`config.mk`:
```
export PLATFORM = sky130hd
export DESIGN_NAME = pwvm_voice_bank
export DESIGN_NICKNAME = d
export VERILOG_FILES = /design/src/rtl/pwvm_pkg.sv /design/src/rtl/pwvm_voice_bank.sv
export SDC_FILE = /design/constraint.sdc
export NUM_CORES = 1
export LEC_CHECK = 0
export BUFFER_PORTS_ARGS = -buffer_cell sky130_fd_sc_hd__buf_4
export CAP_MARGIN = 15
export CORE_MARGIN = 2
export CORE_UTILIZATION = 50
export DETAILED_ROUTE_END_ITERATION = 7
export PLACE_DENSITY_LB_ADDON = 0.25
export SLEW_MARGIN = 25
export SYNTH_ARGS = -nofsm -noshare
export SYNTH_HDL_FRONTEND = slang
export SYNTH_SLANG_ARGS = --single-unit
```
`constraint.sdc`:
```
create_clock -name clk -period 18.67 [get_ports clk]
set_input_delay 1.867 -clock clk [delete_from_list [all_inputs] [get_ports clk]]
set_output_delay 1.867 -clock clk [all_outputs]
set_load 0.05 [all_outputs]
```
`src/rtl/pwvm_pkg.sv`:
```
// Shared types, command codes and constants for the wavetable voice mixer.
// Used by every module of the mixer; depends on nothing.
`default_nettype none

package pwvm_pkg;

  typedef enum logic [2:0] {
    CMD_NOTE_ON     = 3'd0,
    CMD_NOTE_OFF    = 3'd1,
    CMD_PROGRAM     = 3'd2,
    CMD_SAMPLE_TICK = 3'd3,
    CMD_LOAD_WAVE   = 3'd4,
    CMD_LOAD_STEP   = 3'd5
  } cmd_t;

  typedef enum logic [2:0] {
    ST_IDLE,
    ST_SCAN_RD,
    ST_SCAN_CHK,
    ST_TICK_RD,
    ST_TICK_PH,
    ST_TICK_WV,
    ST_TICK_MAC,
    ST_TICK_OUT
  } state_t;

  localparam logic [1:0] WF_HYBRID = 2'd0;
  localparam logic [1:0] WF_SINE   = 2'd1;
  localparam logic [1:0] WF_SQUARE = 2'd2;

  localparam logic [6:0] PROG_SINE_LO    = 7'd71;
  localparam logic [6:0] PROG_SINE_HI    = 7'd79;
  localparam logic [6:0] PROG_SINE_ALT_LO = 7'd52;
  localparam logic [6:0] PROG_SINE_ALT_HI = 7'd54;
  localparam logic [6:0] PROG_SQUARE     = 7'd29;

  localparam int MIX_SHIFT = 10;
  localparam int DAC_BIAS  = 2048;
  localparam int DAC_MAX   = 4095;

  typedef struct packed {
    logic        active;
    logic [6:0]  note;
    logic [3:0]  channel;
    logic [6:0]  volume;
    logic [23:0] increment;
    logic [25:0] phase;
    logic [15:0] prev_sample;
    logic [1:0]  waveform;
  } voice_t;

  typedef struct packed {
    logic clear;
    logic advance;
    logic accumulate;
  } mix_ctl_t;

  function automatic logic [1:0] program_waveform(input logic [6:0] prog);
    logic [1:0] wf;
    wf = WF_HYBRID;
    if ((prog >= PROG_SINE_LO && prog <= PROG_SINE_HI) ||
        (prog >= PROG_SINE_ALT_LO && prog <= PROG_SINE_ALT_HI)) begin
      wf = WF_SINE;
    end else if (prog == PROG_SQUARE) begin
      wf = WF_SQUARE;
    end
    return wf;
  endfunction

endpackage

`default_nettype wire

```
`src/rtl/pwvm_voice_bank.sv`:
```
// Per-voice state memory with one write and one registered read port.
// Entries never written since reset read as zero. Depends on pwvm_pkg.
`default_nettype none

module pwvm_voice_bank
  import pwvm_pkg::*;
#(
  parameter int VOICE_COUNT = 15,
  localparam int VIDX_W = (VOICE_COUNT > 1) ? $clog2(VOICE_COUNT) : 1
) (
  input  wire logic                    clk,
  input  wire logic                    rst,
  input  wire logic                    rd_en,
  input  wire logic [VIDX_W-1:0]       rd_addr,
  output voice_t                       rd_data,
  input  wire logic                    wr_en,
  input  wire logic [VIDX_W-1:0]       wr_addr,
  input  wire voice_t                  wr_data
);

  voice_t                 voice_mem [VOICE_COUNT];
  logic [VOICE_COUNT-1:0] voice_valid;
  voice_t                 rd_q;
  logic                   rd_valid;

  always_ff @(posedge clk) begin
    if (wr_en) begin
      voice_mem[wr_addr] <= wr_data;
    end
    if (rd_en) begin
      rd_q <= voice_mem[rd_addr];
    end
  end

  always_ff @(posedge clk) begin
    if (rst) begin
      voice_valid <= '0;
      rd_valid    <= 1'b0;
    end else begin
      if (wr_en) begin
        voice_valid[wr_addr] <= 1'b1;
      end
      if (rd_en) begin
        rd_valid <= voice_valid[rd_addr];
      end
    end
  end

  assign rd_data = rd_valid ? rd_q : '0;

endmodule

`default_nettype wire

```
---- Yosys cells after proc, flatten, opt, wreduce, memory -nomap -nowiden ----
Memories as Yosys holds them, arrays and structs flattened. A register that Yosys moved wholly into a read port is not among the register bits.
Cells that the tools add are included.
storage, ports and cells
  register bits after elaboration ......... 16
  bits in writable memories ............... 1305
  bits of input ports ..................... 99
  output and inout bits ................... 87
  word-level logic and storage cells ...... 15
  memories ................................ 1
operators by class
  order comparisons ....................... 3
  mux-type cells .......................... 7
  bitwise logic cells ..................... 1
  reductions and logical operators ........ 1
memories
  memory     words  bits a word  read ports  clocked after memory_dff  wr ports  line                   text
  voice_mem  15     87           1           1                         1         pwvm_voice_bank.sv:21  voice_t voice_mem [VOICE_COUNT];
operators with widths
  cell                                                                   number
  87-bit 2-to-1 mux                                                      1
  15-bit bitwise OR                                                      1
  4-bit by 5-bit < comparator with 1-bit output, second input constant   2
  1-bit binary-select mux with 4-bit select                              1
  1-bit demux with 4-bit select                                          1
  4-bit by 1-bit >= comparator with 1-bit output, second input constant  1
  1-bit 2-to-1 mux                                                       4
  1-bit logical AND                                                      1

---- Depth between registers and ports, before layout ----
Gate-level depths: netlist (run 1).
  word-level depth ........................ 5
  depth in mapped cells ................... 7
  depth with buffers taken out ............ 4

---- Least setup slack after synthesis (run 1) ----
Ideal clock, no wire load.
  path kind ............................... input to register
  from .................................... input wr_addr[1]
  to ...................................... memory voice_mem[0][0] (netlist name), enable pin
  setup time .............................. 643 ps
  data arrival time ....................... 8321 ps
  data required time ...................... 18027 ps
  path slack .............................. 9706 ps
  stages on the path ...................... 2
  path buffers ............................ 0
  cells stage by stage .................... or3b_2 -> nor3_1
RTL lines
  what                line                   text
  start: declaration  pwvm_voice_bank.sv:17  input wire logic [VIDX_W-1:0] wr_addr,
  end: declaration    pwvm_voice_bank.sv:21
No word-level cell before the write port.

==> metrics.txt, run 1 <==
status=finished clean; Nets=2635; RSZ-0062 raised after global routing=no; Synth async-reset ratio=0; wire per inst=28.4 um; post-route setup slack=13.98 ns; Max VDD drop=0.0702 mV; gp weighted congestion=0.719; largest net degree at the start of global routing=133; port bufs=185; Post-synth EDFFs=1392; CTS tree=done; CTS Sinks=1408; final setup vio count=0; period utilisation layout=0.251; CTS H-tree lvls=4; Cell Area, Synth=53100 um2; Max-Cap Viols=0; total gr overflow=0; Fmax=0.213 GHz; cts hold-fix bufs=0; total negative setup slack=0 ns; Post-Syn Area per Cell=23.2 um2; sequential share of the synthesized area=0.794; drt pass-1 iters=7; Hold Path Class=reg -> reg; vias in the first global route=24900; worst path arrival time=2.83 ns; yosys warns=0; Worst setup EP type=output pin; Post-Layout Cell Count=4041; Core ar.=105000 um2; die width=330 um; io pins=186; ANT nets after route=0; final wirelength=115 mm; Lkg Pwr=19.6 nW; relative slew slack=0.276; CP max FO=57; Least-Margin Pin Slew=1.09 ns; Int Pwr=5.26 mW; Hold Fails Final Rpt=0; startpoint types=flip-flop; Clk network pwr share=0.410; first-pass GRT wire length=168 mm; placed instance count=3786; final HPWL from detailed placement=54.5 mm; Residual DRC=0; ys flop type=edfxtp_1; fin crit period=4.69 ns; Reg power frac=0.544; switching share of total power=0.201; antenna violations before repair=7; Final Max Tran Viols=0; Die Y-Extent=330 um; Design Area, Final=60600 um2; Syn Inst Count=2285; post-synth cell types=26; CTS root buffer=clkbuf_16; vias=24000; TritonCTS buffer count=138; vias per std cell=5.94; Initial Util=0.504; PwrDens=109 nW/um2; clock latency on the worst-skew pair=0.72 ns; PostCTS Resize Cnt=0; share of layout cells above drive strength 1=0.298; WS Path Type=reg -> out; DIE AREA=109000 um2; 1st-iter DRT viols=2498; Setup Buffers After CTS=0; area growth from synthesis to layout=14.2%; FILL cells=7456; Synthesized Nets=2384; Psw=1.32 mW; Comb power frac=0.047; Row Count=119; Antenna Diode Count=0; maximum root-to-sink buffer count=3; worst path required time=16.80 ns; register bit total from synthesis=1408; Layout Skew=0.0168 ns; Post-DP Area=56200 um2; pre-CTS setup slack=12.67 ns; CTS clock-pin slew for the worst setup and hold paths=0.06 ns; GRT Resource Usage Total=0.215
==> power by group through the flow <==
stage | combinational [mW] | sequential [mW] | clock (mW)
2_1_floorplan | 0.192 | 3.64 | 0
3_3_place_gp | 0.301 | 3.64 | 0
3_5_place_dp | 0.311 | 3.64 | 0
4_1_cts | 0.312 | 3.58 | 2.74
5_1_grt | 0.330 | 3.58 | 2.87
6_report | 0.306 | 3.58 | 2.70
==> layer usage <==
metal  up-vias  GRT usage  share of wire  wire, um
met5         -          0        0.00068        78
met4        12     0.0493          0.016      1840
met3       163     0.0416          0.066      7640
met2       840      0.345           0.50     56900
met1     12900      0.309           0.42     48400
li1      10100          -              -         -
==> final timing paths <==
check             cells past startpoint  slack, ns           start        endpoint
setup / recovery                      3      13.98        rd_valid     rd_data[41]
hold / removal                        2       0.48  voice_valid[9]  voice_valid[9]
setup reg to reg                      4      16.70        rd_valid        rd_valid
hold reg to reg                       2       0.48  voice_valid[9]  voice_valid[9]
==> cells in the final DEF (no fill, tap or decap), types with 3 or more instances in the layout <==
master / synthesis / final
edfxtp_1: 1392 / 1392
mux4_2: 351 / 351
buf_4: 1 / 213
clkbuf_16: 0 / 146
nand2_1: 89 / 89
mux2i_1: 88 / 88
and2_1: 87 / 87
o21ai_0: 78 / 78
clkinv_1: 0 / 34
nor2_1: 41 / 30
clkbuf_1: 45 / 29
clkinv_2: 0 / 24
dfxtp_1: 16 / 15
nor2_4: 0 / 11
bufinv_16: 0 / 10
o21ai_1: 9 / 9
inv_6: 0 / 7
buf_12: 0 / 6
buf_6: 9 / 5
nor3_2: 0 / 4
clkinvlp_4: 0 / 3
==> worst max-delay path: stages (launching register included) <==
cell	delay, ns
dfxtp_4	0.64
buf_4	0.80
and2_1	0.40
buf_4	0.26
==> sequential cells by signal, summed over array words and instances (netlist names) <==
signal	cells
voice_valid	15
voice_mem	1305
rd_q	87
rd_valid	1
==> layout make-up <==
type / instances / area (um2) / share of cell area
Timing Repair Buffer: 228 / 1860 / 0.0307
Clock buffer: 176 / 3780 / 0.0623
Sequential cell: 1408 / 42100 / 0.695
Inverter: 1 / 8.76 / 0.000144
Multi-Input combinational cell: 759 / 10500 / 0.173
Tap cell: 1391 / 1740 / 0.0287
Clock inverter: 78 / 639 / 0.0105
==> synth_stat cells (4+ instances only) <==
library cell	n	area (um2)
nand2_1	89	334
o21ai_1	9	45.0
and2_1	87	544
buf_1	5	18.8
mux4_2	351	7910
clkbuf_1	45	169
dfxtp_1	16	320
buf_6	9	101
buf_2	57	285
nor2_1	41	154
edfxtp_1	1392	41800
nor3_1	4	20.0
o21ai_0	78	390
mux2i_1	88	881
==> kinds of logic (layout without fill, tap and decap cells) <==
| family | count (synthesis) | in the layout | synth area share |
|---|---|---|---|
| buffers and inverters | 118 | 483 | 0.0110 |
| AOI/OAI and AO/OA | 91 | 91 | 0.00875 |
| muxes | 440 | 440 | 0.166 |
| DFF | 1408 | 1408 | 0.794 |
| and+or+nand+nor | 228 | 228 | 0.0207 |
==> per-stage QoR <==
step	hold slack [ns]	power (mW)	utilization
global placement	0.444	3.94	0.533
floorplan	0.435	3.83	-
global route	0.504	6.78	0.576
CTS	0.473	6.63	0.576
finish	0.480	6.58	0.576
detailed placement	0.460	3.95	0.534
No activity file was read; power rests on OpenSTA's default activity.
==> inputs of run 2 (changes only) <==
- clock period: 18.67 -> 3.9 ns (I/O delays scaled with it)
==> run 2 against run 1 <==
- sequential share of layout area fell by 1.7 points
- power grew to 4.8 times the previous value
- hold slack got worse by 0.34 ns
- setup slack lost 13 ns
- sequential cell count did not move
- sequential power grew to 4.8 times the previous value
- final cell count up 2.9%
- count of clock-buffer cells in the layout rose by 3
- cell area up 2.5%
- combinational power grew to 5.2 times the previous value
- critical path type unchanged
- critical endpoint is now rd_data[44]
- largest power group unchanged
- highest routed layer unchanged
==> metrics.txt, run 2 (same netlist as run 1, synthesis figures left out) <==
status=finished clean; startpoint types=flip-flop; CTS clock-pin slew for the worst setup and hold paths=0.06 ns (about the same); worst path required time=3.51 ns (-13.29 ns); max reg flops=1305 (unchanged); Psw=6.38 mW (+380%); CTS tree=done; hold path start=wr_addr[2]; vias in the first global route=25900 (+3.7%); CTS Sinks=1408 (unchanged); maximum root-to-sink buffer count=3 (unchanged); Largest regs=voice_mem (1305), rd_q (87), voice_valid (15); crit-path leading delay family=flip-flops; Biggest register=voice_mem; Design Area, Final=62200 um2 (+2.5%); most frequent cells in the layout=edfxtp_1 (1392), mux4_2 (351), buf_4 (207); RSZ-0062 raised after global routing=no; Core ar.=105000 um2 (unchanged); relative slew slack=0.328 (+0.0510); clock latency on the worst-skew pair=0.73 ns (about the same); CP Launch Point=rd_valid; worst path arrival time=2.42 ns (-0.41 ns); R2R Path Start=rd_valid; first-pass GRT wire length=170 mm (+1.6%); PwrDens=509 nW/um2 (+370%); CTS H-tree lvls=4 (unchanged); WS Path Type=reg -> out; Max VDD drop=0.353 mV (+400%); Least-Margin Pin Slew=1.01 ns (-0.0789 ns); Layout Skew=0.0192 ns (+0.00247 ns); vias=24400 (+1.5%); slowest CP cell=dfxtp_4; Worst Setup EP=rd_data[44]; Int Pwr=25.3 mW (+380%); Hold Fails Final Rpt=0 (unchanged); Row Count=119 (unchanged); Post-Layout Cell Count=4157 (+2.9%); die width=330 um (unchanged); Final Max Tran Viols=0 (unchanged); io pins=186 (unchanged); PostCTS Resize Cnt=0 (unchanged); Reg power frac=0.541 (-0.003); worst r2r dst=rd_valid; GRT Resource Usage Total=0.217 (+0.00210); wire per inst=27.9 um (-2.0%); placed instance count=3814 (+0.74%); antenna violations before repair=8 (+1); drt pass-1 iters=5 (-2); fin crit period=2.81 ns; commonest non-fill, non-tap cell in the layout=edfxtp_1; reg2reg path depth=5 (+1); total gr overflow=0 (unchanged); final setup vio count=0 (unchanged); Die Y-Extent=330 um (unchanged); final HPWL from detailed placement=57.8 mm (+5.9%); CTS root buffer=clkbuf_16; max incr delay on CP=0.72 ns (-0.08 ns); ANT nets after route=0 (unchanged); Lkg Pwr=20.2 nW (+3.2%); total negative setup slack=0 ns (unchanged); CP max FO=48 (-16%); worst path bufs/invs=2 (unchanged); final wirelength=116 mm (+0.79%); Fmax=0.356 GHz; TritonCTS buffer count=141 (+2.2%); Hold Path Class=in -> reg; 1st-iter DRT viols=2659 (+6.4%); period utilisation layout=0.721; Nets=2754 (+4.5%); area growth from synthesis to layout=17.1%; largest net degree at the start of global routing=99 (-26%); Worst R2R Setup Slack=1.80 ns (-14.90 ns); gp weighted congestion=0.722 (+0.38%); share of layout cells above drive strength 1=0.294 (-0.00406); port bufs=185 (unchanged); Post-DP Area=56900 um2 (+1.2%); DIE AREA=109000 um2 (unchanged); Worst setup EP type=output pin; Max-Cap Viols=0 (unchanged); Initial Util=0.504 (unchanged); crit path cell chain=buf_12, and2_1, buf_4; CP Depth=3 (unchanged); Clk network pwr share=0.409 (about the same); Residual DRC=0 (unchanged); switching share of total power=0.201 (+0.000736); overall power=31.7 mW (+380%); Comb power frac=0.050 (+0.003); vias per std cell=5.86 (-1.3%)
## run 2: cell count changes in the layout (fill, tap and decap cells not counted), sizes merged
cell	previous run	this run
dlygate4sd3	0	89
buf	228	255
clkinv	59	54
clkbuf	176	179
clkinvlp	3	1
inv	7	9
bufinv	10	11
diode	0	1
## run 2: worst min-delay path by stage
stage / endpoint / slack (ns) / cells past startpoint
CTS: voice_mem[3][40] / 0.1 / 2
detailed placement: voice_valid[8] / 0.46 / 2
floorplan: voice_valid[10] / 0.43 / 2
global placement: voice_valid[10] / 0.44 / 2
finish: voice_mem[3][40] / 0.14 / 2
global route: voice_mem[3][40] / 0.13 / 2
## run 2: routing by layer
layer	track usage	wire length (um)
met5	0	53
met1	0.313	49700
met4	0.0505	1610
met3	0.0367	6680
met2	0.351	57800
## run 2: power by group through the flow
stage	Clock [mW]	Sequential, mW	Combinational (mW)
2_1_floorplan	0	17.4	0.922
3_3_place_gp	0	17.4	1.49
3_5_place_dp	0	17.4	1.54
4_1_cts	13.2	17.1	1.62
5_1_grt	13.8	17.1	1.71
6_report	12.9	17.1	1.59
## run 2: area by class of cell
class | instances | area (um2)
clock buffers | 179 | 3760
repair buffers | 344 | 3390
clock inverters | 74 | 646
multi-input cells | 759 | 10500
inverters | 1 | 8.76
fillers | 7372 | 43100
diodes | 1 | 2.50
well taps | 1391 | 1740
flip-flops and latches | 1408 | 42100
## run 2: repair_timing
action | in CTS | in global routing
hold buffers | 89 | 0
buffers inserted | 0 | 0
hold endpoints to repair | 1321 | 0
## run 2: per-stage QoR
stage	hold slack [ns]	setup slack, ns	utilization
final	0.139	1.09	0.590
after global routing	0.127	0.942	0.590
after CTS	0.0975	0.972	0.590
after detailed placement	0.461	1.26	0.540
after global placement	0.444	1.27	0.540
after floorplan	0.435	-1.21	-
