==> config.mk <==
export PLATFORM = sky130hd
export DESIGN_NAME = pwvm_mix_unit
export DESIGN_NICKNAME = d
export VERILOG_FILES = /design/src/rtl/pwvm_pkg.sv /design/src/rtl/pwvm_mix_unit.sv
export SDC_FILE = /design/constraint.sdc
export NUM_CORES = 1
export LEC_CHECK = 0
export ABC_CLOCK_PERIOD_IN_PS = 21300
export BUFFER_PORTS_ARGS = -buffer_cell sky130_fd_sc_hd__buf_2
export CORE_MARGIN = 3
export CORE_UTILIZATION = 60
export CTS_BUF_LIST = sky130_fd_sc_hd__clkbuf_16
export CTS_CLUSTER_DIAMETER = 150
export DETAILED_ROUTE_END_ITERATION = 10
export PLACE_DENSITY_LB_ADDON = 0.2
export SLEW_MARGIN = 20
export SYNTH_ARGS = -nofsm -noshare
export SYNTH_HDL_FRONTEND = slang
export SYNTH_SLANG_ARGS = --single-unit
==> constraint.sdc <==
create_clock -name clk -period 21.3 [get_ports clk]
set_input_delay 0 -clock clk [delete_from_list [all_inputs] [get_ports clk]]
set_output_delay 0 -clock clk [all_outputs]
set_load 0.01 [all_outputs]
==> src/rtl/pwvm_pkg.sv <==
// Shared types, command codes and constants for the wavetable voice mixer.
// Used by every module of the mixer; depends on nothing.
`default_nettype none

package pwvm_pkg;

  typedef enum logic [2:0] {
    CMD_NOTE_ON     = 3'd0,
    CMD_NOTE_OFF    = 3'd1,
    CMD_PROGRAM     = 3'd2,
    CMD_SAMPLE_TICK = 3'd3,
    CMD_LOAD_WAVE   = 3'd4,
    CMD_LOAD_STEP   = 3'd5
  } cmd_t;

  typedef enum logic [2:0] {
    ST_IDLE,
    ST_SCAN_RD,
    ST_SCAN_CHK,
    ST_TICK_RD,
    ST_TICK_PH,
    ST_TICK_WV,
    ST_TICK_MAC,
    ST_TICK_OUT
  } state_t;

  localparam logic [1:0] WF_HYBRID = 2'd0;
  localparam logic [1:0] WF_SINE   = 2'd1;
  localparam logic [1:0] WF_SQUARE = 2'd2;

  localparam logic [6:0] PROG_SINE_LO    = 7'd71;
  localparam logic [6:0] PROG_SINE_HI    = 7'd79;
  localparam logic [6:0] PROG_SINE_ALT_LO = 7'd52;
  localparam logic [6:0] PROG_SINE_ALT_HI = 7'd54;
  localparam logic [6:0] PROG_SQUARE     = 7'd29;

  localparam int MIX_SHIFT = 10;
  localparam int DAC_BIAS  = 2048;
  localparam int DAC_MAX   = 4095;

  typedef struct packed {
    logic        active;
    logic [6:0]  note;
    logic [3:0]  channel;
    logic [6:0]  volume;
    logic [23:0] increment;
    logic [25:0] phase;
    logic [15:0] prev_sample;
    logic [1:0]  waveform;
  } voice_t;

  typedef struct packed {
    logic clear;
    logic advance;
    logic accumulate;
  } mix_ctl_t;

  function automatic logic [1:0] program_waveform(input logic [6:0] prog);
    logic [1:0] wf;
    wf = WF_HYBRID;
    if ((prog >= PROG_SINE_LO && prog <= PROG_SINE_HI) ||
        (prog >= PROG_SINE_ALT_LO && prog <= PROG_SINE_ALT_HI)) begin
      wf = WF_SINE;
    end else if (prog == PROG_SQUARE) begin
      wf = WF_SQUARE;
    end
    return wf;
  endfunction

endpackage

`default_nettype wire

==> src/rtl/pwvm_mix_unit.sv <==
// Shared voice arithmetic: phase advance with a single wrap, sample times
// volume accumulation, and the final scale, offset and clamp. Depends on pwvm_pkg.
`default_nettype none

module pwvm_mix_unit
  import pwvm_pkg::*;
#(
  parameter int VOICE_COUNT  = 15,
  parameter int TABLE_LENGTH = 100
) (
  input  wire logic               clk,
  input  wire mix_ctl_t           ctl,
  input  wire voice_t             voice_in,
  input  wire logic signed [15:0] sample,
  output voice_t                  work,
  output voice_t                  voice_out,
  output logic [11:0]             dac
);

  localparam int ACC_W = 20 + $clog2(VOICE_COUNT);
  localparam logic [26:0] PHASE_LIMIT = 27'(TABLE_LENGTH) << 16;

  logic [26:0]             phase_sum;
  logic [26:0]             phase_wrap;
  voice_t                  advanced;
  logic signed [15:0]      last_sel;
  logic signed [23:0]      prod;
  logic signed [23:0]      term;
  logic                    sounding;
  logic signed [ACC_W-1:0] acc;
  logic signed [ACC_W-1:0] quot;
  logic signed [ACC_W-1:0] biased;

  always_comb begin
    phase_sum  = {1'b0, voice_in.phase} + {3'b000, voice_in.increment};
    phase_wrap = (phase_sum >= PHASE_LIMIT) ? phase_sum - PHASE_LIMIT : phase_sum;
    advanced   = voice_in;
    if (voice_in.active) begin
      advanced.phase = phase_wrap[25:0];
    end
  end

  always_comb begin
    last_sel  = work.active ? sample : $signed(work.prev_sample);
    prod      = last_sel * $signed({1'b0, work.volume});
    term      = prod >>> 4;
    sounding  = work.active || (work.volume != 7'd0);
    voice_out = work;
    voice_out.prev_sample = last_sel;
    if (!work.active && work.volume != 7'd0) begin
      voice_out.volume = work.volume - 7'd1;
    end
  end

  always_ff @(posedge clk) begin
    if (ctl.advance) begin
      work <= advanced;
    end
    if (ctl.clear) begin
      acc <= '0;
    end else if (ctl.accumulate && sounding) begin
      acc <= acc + ACC_W'(term);
    end
  end

  // The sum is divided by 1024 with truncation toward zero.
  always_comb begin
    quot = acc >>> MIX_SHIFT;
    if (acc[ACC_W-1] && (acc[MIX_SHIFT-1:0] != '0)) begin
      quot = quot + ACC_W'(1);
    end
    biased = quot + $signed(ACC_W'(DAC_BIAS));
    if (biased < $signed(ACC_W'(0))) begin
      dac = 12'd0;
    end else if (biased > $signed(ACC_W'(DAC_MAX))) begin
      dac = 12'(DAC_MAX);
    end else begin
      dac = biased[11:0];
    end
  end

endmodule

`default_nettype wire

# Word-level counts from Yosys, hierarchy flattened
# Cells that the tools add are included.
classes:
  addsub: 6
  n_mul: 1
  div: 0
  order_cmp: 3
  n_eq_ne: 0
  n_shift: 0
  n_mux: 7
  bitwise: 0
  reduce_logical: 7
op_table:
  columns: ["op", "n"]
  rows:
  - ["$mux W26", 2]
  - ["$add A26 B24 Y27", 1]
  - ["$ge A27 B23 Y1 const B", 1]
  - ["$sub A26 B23 Y26 const B", 1]
  - ["$add A24 B13 Y24 const B", 1]
  - ["$add A24 B20 Y24", 1]
  - ["$gt A24 B13 Y1 const B", 1]
  - ["$lt A24 B1 Y1 const B", 1]
  - ["$mul A16 B8 Y24", 1]
  - ["$mux W12", 2]
  - ["$mux W24", 1]
  - ["$mux W16", 1]
  - ["$add A14 B2 Y15 const B", 1]
  - ["$reduce_bool A10 Y1", 1]
  - ["$mux W7", 1]
  - ["$reduce_bool A7 Y1", 1]
  - ["$sub A7 B1 Y7 const B", 1]
  - ["$logic_and A1 B1 Y1", 3]
  - ["$logic_not A1 Y1", 1]
  - ["$logic_or A1 B1 Y1", 1]
totals:
  reg_bits: 111
  latch_bits: 0
  ramBits: 0
  mem_bits_ro: 0
  inputBits: 107
  elab_cells: 33
  n_memories: 0

# Depth between registers and ports, before layout
# Gate-level depths: netlist (run 1).
depth:
  word_depth: 7
  mapped_depth: 31

# Worst setup path before layout (run 1)
# Ideal clock, no wire load.
synth_timing:
  kind: "reg2reg"
  start: "register work, in the netlist voice_out[86]"
  end: "register acc[23]"
  setup_ps: 70
  arrival_time_ps: 7631
  t_required_ps: 21230
  path_slack_ps: 13599
  path_stages_with_launch: 29
  path_buffers: 2
  path_cell_list: "edfxtp_1 -> buf_4 -> buf_1 -> mux2i_1 -> inv_1 -> and2_1 -> fa_1 -> fa_1 -> fa_1 -> inv_1 -> fa_1 -> inv_1 -> ha_1 -> a21o_1 -> a21o_1 -> a21o_1 -> a22o_1 -> a311oi_1 -> nor2_1 -> xor2_1 -> ha_1 -> a21o_1 -> a211o_1 -> a31o_2 -> or3_1 -> a311oi_1 -> xor2_1 -> or3_1 -> a21oi_1"
synth_rtl:
  columns: ["element", "line_no", "rtl"]
  rows:
  - ["start, declared", "pwvm_mix_unit.sv:15", "output voice_t work,"]
  - ["start signal, assigned", "pwvm_mix_unit.sv:57", "work <= advanced;"]
  - ["end signal, assigned", "pwvm_mix_unit.sv:62", "acc <= acc + ACC_W'(term);"]
  - ["end, declared", "pwvm_mix_unit.sv:30", "logic signed [ACC_W-1:0] acc;"]

# Final worst setup path (run 1)
layout_timing:
  start: "register work, in the netlist voice_out[86]"
  end: "register acc[23]"
layout_via:
  elab_chain_cells: 3
  word_cells_on_any_way: 5
  cone_classes: "add/sub (1); mul (1); mux (1); reduce/logical (2)"
layout_lines:
  columns: ["element", "line_no", "rtl"]
  rows:
  - ["$mux W16", "pwvm_mix_unit.sv:44", "last_sel = work.active ? sample : $signed(work.prev_sample);"]
  - ["$mul A16 B8 Y24", "pwvm_mix_unit.sv:45", "prod = last_sel * $signed({1'b0, work.volume});"]
  - ["$add A24 B20 Y24", "pwvm_mix_unit.sv:62", null]
# Parallel ways exist; a longest one is shown, timed or not.
# A chain may end at the register's enable or synchronous reset.

==> results of run 1 <==
-- area by class of cell --
class | count | area [µm²]
clock inverter | 7 | 80.1
antenna | 1 | 2.50
fill | 1465 | 5260
multi-input combinational | 960 | 7810
inverter | 164 | 616
timing repair buffer | 369 | 2240
tap | 265 | 332
clock buffer | 9 | 225
sequential | 111 | 3090
-- per-stage QoR --
step,power (µW),utilization (%),instances
2_1_floorplan,1770,-,1334
3_3_place_gp,2070,67.8,1793
3_5_place_dp,2120,67.8,1793
4_1_cts,2320,73.2,1885
5_1_grt,2590,73.2,1886
6_report,2330,73.2,1886
-- worst reg2reg max path, cell delays in order, from the launching register on --
cell,delay (ns)
edfxtp_1,1.05
mux2i_1,0.70
nor2b_1,0.13
fa_1,0.54
fa_1,0.44
fa_1,0.54
inv_1,0.05
fa_1,0.52
inv_1,0.04
ha_1,0.35
a21o_1,0.18
a21o_1,0.17
a21o_1,0.21
a22o_1,0.21
a311oi_1,0.41
nor2_1,0.17
o311ai_1,0.37
ha_1,0.32
o21ai_0,0.09
nand2b_1,0.14
nor3b_1,0.17
a31o_2,0.22
or3_1,0.36
a311oi_1,0.27
xor2_1,0.12
or3_1,0.32
a21oi_1,0.14
-- power by group through the flow --
stage               Sequential [µW]  Combinational, µW  Clock (µW)
CTS                             307               1830         179
global placement                311               1760           0
finish                          308               1850         178
floorplan                       305               1470           0
detailed placement              311               1810           0
global route                    312               2090         187
-- synthesized netlist by cell type, types with 9 or more instances --
cell | number | area, µm²
nand2_1 | 110 | 413
mux2i_1 | 16 | 160
a211oi_1 | 11 | 82.6
ha_1 | 103 | 1290
xnor2_1 | 44 | 385
clkbuf_1 | 27 | 101
xor2_1 | 22 | 193
o21ai_0 | 41 | 205
fa_1 | 88 | 1760
edfxtp_1 | 87 | 2610
dfxtp_1 | 24 | 480
inv_1 | 164 | 616
a211o_1 | 9 | 78.8
o21bai_1 | 10 | 75.1
nor2b_1 | 44 | 275
nor3_1 | 30 | 150
nand3_1 | 30 | 150
buf_4 | 65 | 488
nor2_1 | 70 | 263
or3_1 | 22 | 138
and3_1 | 16 | 100
nand2b_1 | 11 | 68.8
a21o_1 | 24 | 180
a21oi_1 | 86 | 430
o21a_1 | 9 | 67.6
and2_1 | 27 | 169
-- state kept, by name, indices dropped and copies added, names as in the netlist --
name	cells
acc	24
work	23
voice_out	64
-- layer usage --
metal	vias up	GRT usage [%]	routed length, µm
met2	421	54.0	17400
li1	5111	-	-
met1	5215	36.6	12600
met3	57	4.94	2000
met4	0	9.10	792
met5	-	0	0
-- cells by family after synthesis --
family | share of synthesized area [%]
DFF | 25.5
AOI/OAI and AO/OA | 15.4
muxes | 2.17
buffers and inverters | 10.2
and+or+nand+nor | 16.9
xor gates and xnor gates | 4.76
adders and majority gates | 25.1
-- how the worst min path moves through the flow --
stage	from	to	slack [ns]	depth (start not counted)
final	voice_in[20]	voice_out[20]	0.02	3
after CTS	voice_in[37]	voice_out[37]	0.02	3
after global placement	voice_in[77]	voice_out[77]	0.18	1
after global routing	voice_in[26]	voice_out[26]	0.05	3
after floorplan	voice_in[0]	voice_out[0]	0.1	0
after detailed placement	voice_in[77]	voice_out[77]	0.18	1
-- cell usage in the layout (no fill, tap or decap), types with 4 or more instances in the layout --
master	Yosys	routed
a21oi_1	86	86
clkbuf_16	0	9
ha_1	103	103
and3_1	16	16
xor2_1	22	22
o21a_1	9	9
o211ai_1	5	5
or2_2	7	7
o21bai_1	10	10
a221oi_1	4	4
a211oi_1	11	11
mux2i_1	16	16
mux2_2	8	8
o21ai_1	6	6
dfxtp_1	24	24
nor2_1	70	70
nor4_1	5	5
xnor2_1	44	44
edfxtp_1	87	87
o21ai_0	41	41
or3_1	22	22
nand3_1	30	30
and2_1	27	27
inv_1	164	164
nor3_1	30	30
fa_1	88	88
nand4_1	4	4
nand2b_1	11	11
a31o_2	4	4
a21o_1	24	24
o2111ai_1	5	5
a31oi_1	8	8
dlygate4sd3_1	0	76
nand2_1	110	110
a211o_1	9	9
nand3b_1	4	4
a311oi_1	6	6
nor2b_1	44	44
buf_2	4	291
==> impl_metrics.ini, run 1 <==
[worst_setup_path]
critPathRequiredTime_ns = 21.59
path_max_fanout = 21
worst_r2r_endpoint = acc[23]
crit_cells = 26
crit_top_cell = fa_1
critical_path_class = reg -> reg
slowest_delay_ns = 1.05
crit_path_end = acc[23]
timing.rr.start = voice_out[86]
endpoint_kind = flop
r2r_slack_ns = 12.99
critical_path_buf_inv_count = 2
critPathArrivalTime_ns = 8.60
startpoint = voice_out[86]
start_kind = flop
cp_top_family = adder cells
reg2regPathDepth = 26
worst_path_max_delay_cell = edfxtp_1

[logic_synthesis]
synth_area_per_cell_um2 = 9.10
ys.warnings.count = 0
synth_ff_type = edfxtp_1
syn_area_mm2 = 0.0121
ys_types = 85
ys_seq_area_share_pct = 25.5
synth_nets = 1632
synth_cells = 1334
synth-edff-count = 87
async_reset_ff_share_pct = 0
ys_ff_latch = 111

[power]
swShare_pct = 50.0
clkPwrFrac_pct = 7.6
seqPwrFrac_pct = 13.2
power.leakage_uw = 0.00684
powerDensity_mw_per_mm2 = 162
internal_power_uw = 1170
peakVddDrop_mv = 0.115
pwr-share-comb_pct = 79.2
p_sw_uw = 1170

[clock_tree]
cts_buffers = 9
cts_tree = built
ctsResizeCount = 0
cts.sinks = 111
cts_setup_buffers = 0
htreeDepth = 3
root_buffer = clkbuf_16
hold_buffers = 76
clkTransAtPathRegs_ns = 0.09
insertion_delay_ns = 0.37
cts_buffer_depth = 2

[finish]
area_growth_pct = 18.6
drive_above_1_share_pct = 21.3
fin_nets = 1913
final_area_mm2 = 0.0144

[timing]
finalSetupViolCount = 0
fin_skew_ns = 0.0153
slew-limit-headroom_pct = 29.9
rsz0062_at_grt = no
drv_slew = 0
layout_min_cycle_time_ns = 8.31
fin_ws_ns = 12.99
period_share_pct = 39.0
max_freq_mhz = 120
hold_slack_ns = 0.0241
fin_setup_tns_ns = 0
worstMarginPinSlew_ns = 1.05
hold_viol_final = 0

[run_status]
status = finished, final reports clean

[route]
dr.pass1.iters = 5
wl_per_cell_um = 17.4
vias = 10800
ant_nets = 0
wirelength_um = 32700
drt_iter0_drc = 804
drc = 0
viasPerCell = 5.73

[place]
place_ws_ns = 13.09
dpl.hpwl_um = 24300
port_buffers = 292
gp_congestion = 0.929
placed_area_mm2 = 0.0133

[die]
die-height_um = 148
placementRows = 51
die-area_mm2 = 0.0220
core_area_mm2 = 0.0197
initial_core_util_pct = 61.8
pin_count = 293
die_x_um = 148

[global_route]
grt_max_degree = 88
first_global_vias = 10900
grt_overflow_total = 0
antenna_found_initial = 1
grt_use_total_pct = 29.8
grt_pass1_wl_um = 53700

[run]
drv_cap = 0

[min_path]
hold_path_class = in -> reg
Power figures use the tool's default switching activity.
==> run 2, diff against run 1 <==
Settings changed: ABC_AREA from default to 1, ABC_CLOCK_PERIOD_IN_PS 21300 to 7190, CORE_UTILIZATION 60 to 51.
Clock period 21.3 ns to 7.19 ns, I/O delays scaled along.
==> impl_metrics.ini, run 2 <==
[run_status]
status = finished, final reports clean

[route]
drt_iter0_drc = 736
wl_met1_um = 14000
wirelength_um = 35600
drc = 0
routed.top_layer = met4
ant_nets = 0
vias = 12100
met3WireLength_um = 1790
route.met2.wl_um = 18600
viasPerCell = 5.17
dr.pass1.iters = 6
wl_per_cell_um = 15.2

[clock_tree]
cts.sinks = 111
cts_tree = built
root_buffer = clkbuf_16
cts_buffer_depth = 2
cts_buffers = 9
htreeDepth = 3
clkTransAtPathRegs_ns = 0.08
insertion_delay_ns = 0.37

[worst_setup_path]
endpoint_kind = flop
critical_path_class = reg -> reg
path_max_fanout = 16
crit_top_cell = inv_1
cp_top_family = adder cells
critPathArrivalTime_ns = 6.95
critPathRequiredTime_ns = 7.45
critical_path_buf_inv_count = 6
slowest_delay_ns = 0.56
start_kind = flop
worst_path_max_delay_cell = fa_1

[timing]
hold_viol_final = 0
rsz0062_at_grt = no
slew-limit-headroom_pct = 29.1
layout_min_cycle_time_ns = 6.69
fin_setup_tns_ns = 0
finalSetupViolCount = 0
max_freq_mhz = 149
period_share_pct = 93.0
fin_skew_ns = 0.00816
worstMarginPinSlew_ns = 1.06
drv_slew = 0

[finish]
n_fill_cell = 2235
antennaDiodeCount = 0
layoutNonFillerInstCount = 2340
area_growth_pct = 20.3
largest_reg_flops = 64
drive_above_1_share_pct = 19.9
layout_commonest_cell = nand2_1
final_cell_mix = 355 x nand2_1, 317 x inv_1, 291 x buf_2
fin_nets = 2309

[global_route]
grt_pass1_wl_um = 57500
grt_use_total_pct = 26.8
grt_max_degree = 57
antenna_found_initial = 0
first_global_vias = 11900
grt_overflow_total = 0

[logic_synthesis]
yosysTopAreaCell = edfxtp_1
synth_common_cells = 355 x nand2_1, 317 x inv_1, 180 x nor2_1, 103 x ha_1, 88 x fa_1
synth_area_per_cell_um2 = 7.46
syn_area_mm2 = 0.0127
ys_types = 46
synth_area_leaders = edfxtp_1 21%, fa_1 14%, nand2_1 10%
synth_nets = 2001
ys.warnings.count = 0
async_reset_ff_share_pct = 0
ys_seq_area_share_pct = 24.3
synth_most_common_cell = nand2_1
synth_top_area_share_pct = 20.6
synth-edff-count = 87
synth_cells = 1703
synth_ff_type = edfxtp_1
ys_ff_latch = 111

[die]
initial_core_util_pct = 52.1
die-height_um = 164
core_area_mm2 = 0.0244
placementRows = 57
die_x_um = 164
die-area_mm2 = 0.0269
pin_count = 293

[place]
placed_cells = 2245
gp_congestion = 0.977
dpl.hpwl_um = 28300
port_buffers = 292

[run]
drv_cap = 0

[min_path]
hold_path_class = in -> reg

[power]
peakVddDrop_mv = 0.434
powerDensity_mw_per_mm2 = 542
power.leakage_uw = 0.00807
==> run 2: changes by cell type after synthesis, sizes merged, moves of 41 or more <==
cell	previous run	this run
nor2	70	190
nor2b	44	0
nand3	30	87
o21ai	47	88
inv	164	331
nand2	110	365
==> run 2: timing repair <==
item,4_1_cts,5_1_grt
gates resized for setup,0,17
setup buffers,0,0
endpoints found under the hold margin,79,0
setup endpoints to repair,0,7
hold buffers,79,0
==> run 2: report_power, final <==
part	internal (µW)	switching, µW	leakage, µW
Clock	286	279	0.000160
Sequential	812	95.7	0.00105
Combinational	2590	4220	0.00686
==> run 2: stage by stage <==
step                setup slack [ns]  hold WS (ns)  power, µW  cell area, µm²  utilization, %
floorplan                      0.649        0.0989       6050           12700               -
global placement               0.442         0.177       7470           14100            57.9
detailed placement             0.279         0.178       7550           14100            57.9
CTS                            0.240       0.00252       8200           15200            62.5
global route                  0.0176       0.00635       9280           15300            62.7
finish                         0.500       0.00221       8280           15300            62.7
==> run 2: final cells by class <==
class	instances	area, µm²	area share [%]
Sequential cell	111	3090	20.2
Inverter	335	1260	8.23
Clock buffer	9	225	1.47
Timing Repair Buffer	388	2380	15.6
Multi-Input combinational cell	1166	7820	51.2
Clock inverter	7	103	0.671
Tap cell	324	405	2.65
==> run 2: routing by layer <==
layer  vias up  global-route usage [%]
met2       373                    49.3
met3        87                    3.40
met4         0                    9.34
met1      5706                    32.0
met5         -                       0
li1       5941                       -
==> run 2: path summary, 6_finish.rpt <==
kind / startpoint / to / slack [ns] / depth (start not counted)
max: voice_out[86] / acc[22] / 0.50 / 29
min: voice_in[25] / voice_out[25] / 0.002 / 3
max reg2reg: voice_out[86] / acc[22] / 0.50 / 29
min reg2reg: acc[3] / acc[3] / 0.52 / 2
==> run 2: cell families (layout without fill, tap and decap cells) <==
family / after synthesis / in the layout / share of synthesized area (%)
and+or+nand+nor: 718 / 718 / 24.4
buffers and inverters: 426 / 739 / 14.6
AOI/OAI and AO/OA: 195 / 195 / 8.44
adders and majority gates: 191 / 191 / 24.0
DFF: 111 / 111 / 24.3
xor gates and xnor gates: 62 / 62 / 4.27
==> run 2: tightest hold or removal path, stage by stage <==
cell and delay, ns:
buf_2 0.09, nand2_1 0.05, o21ai_0 0.10
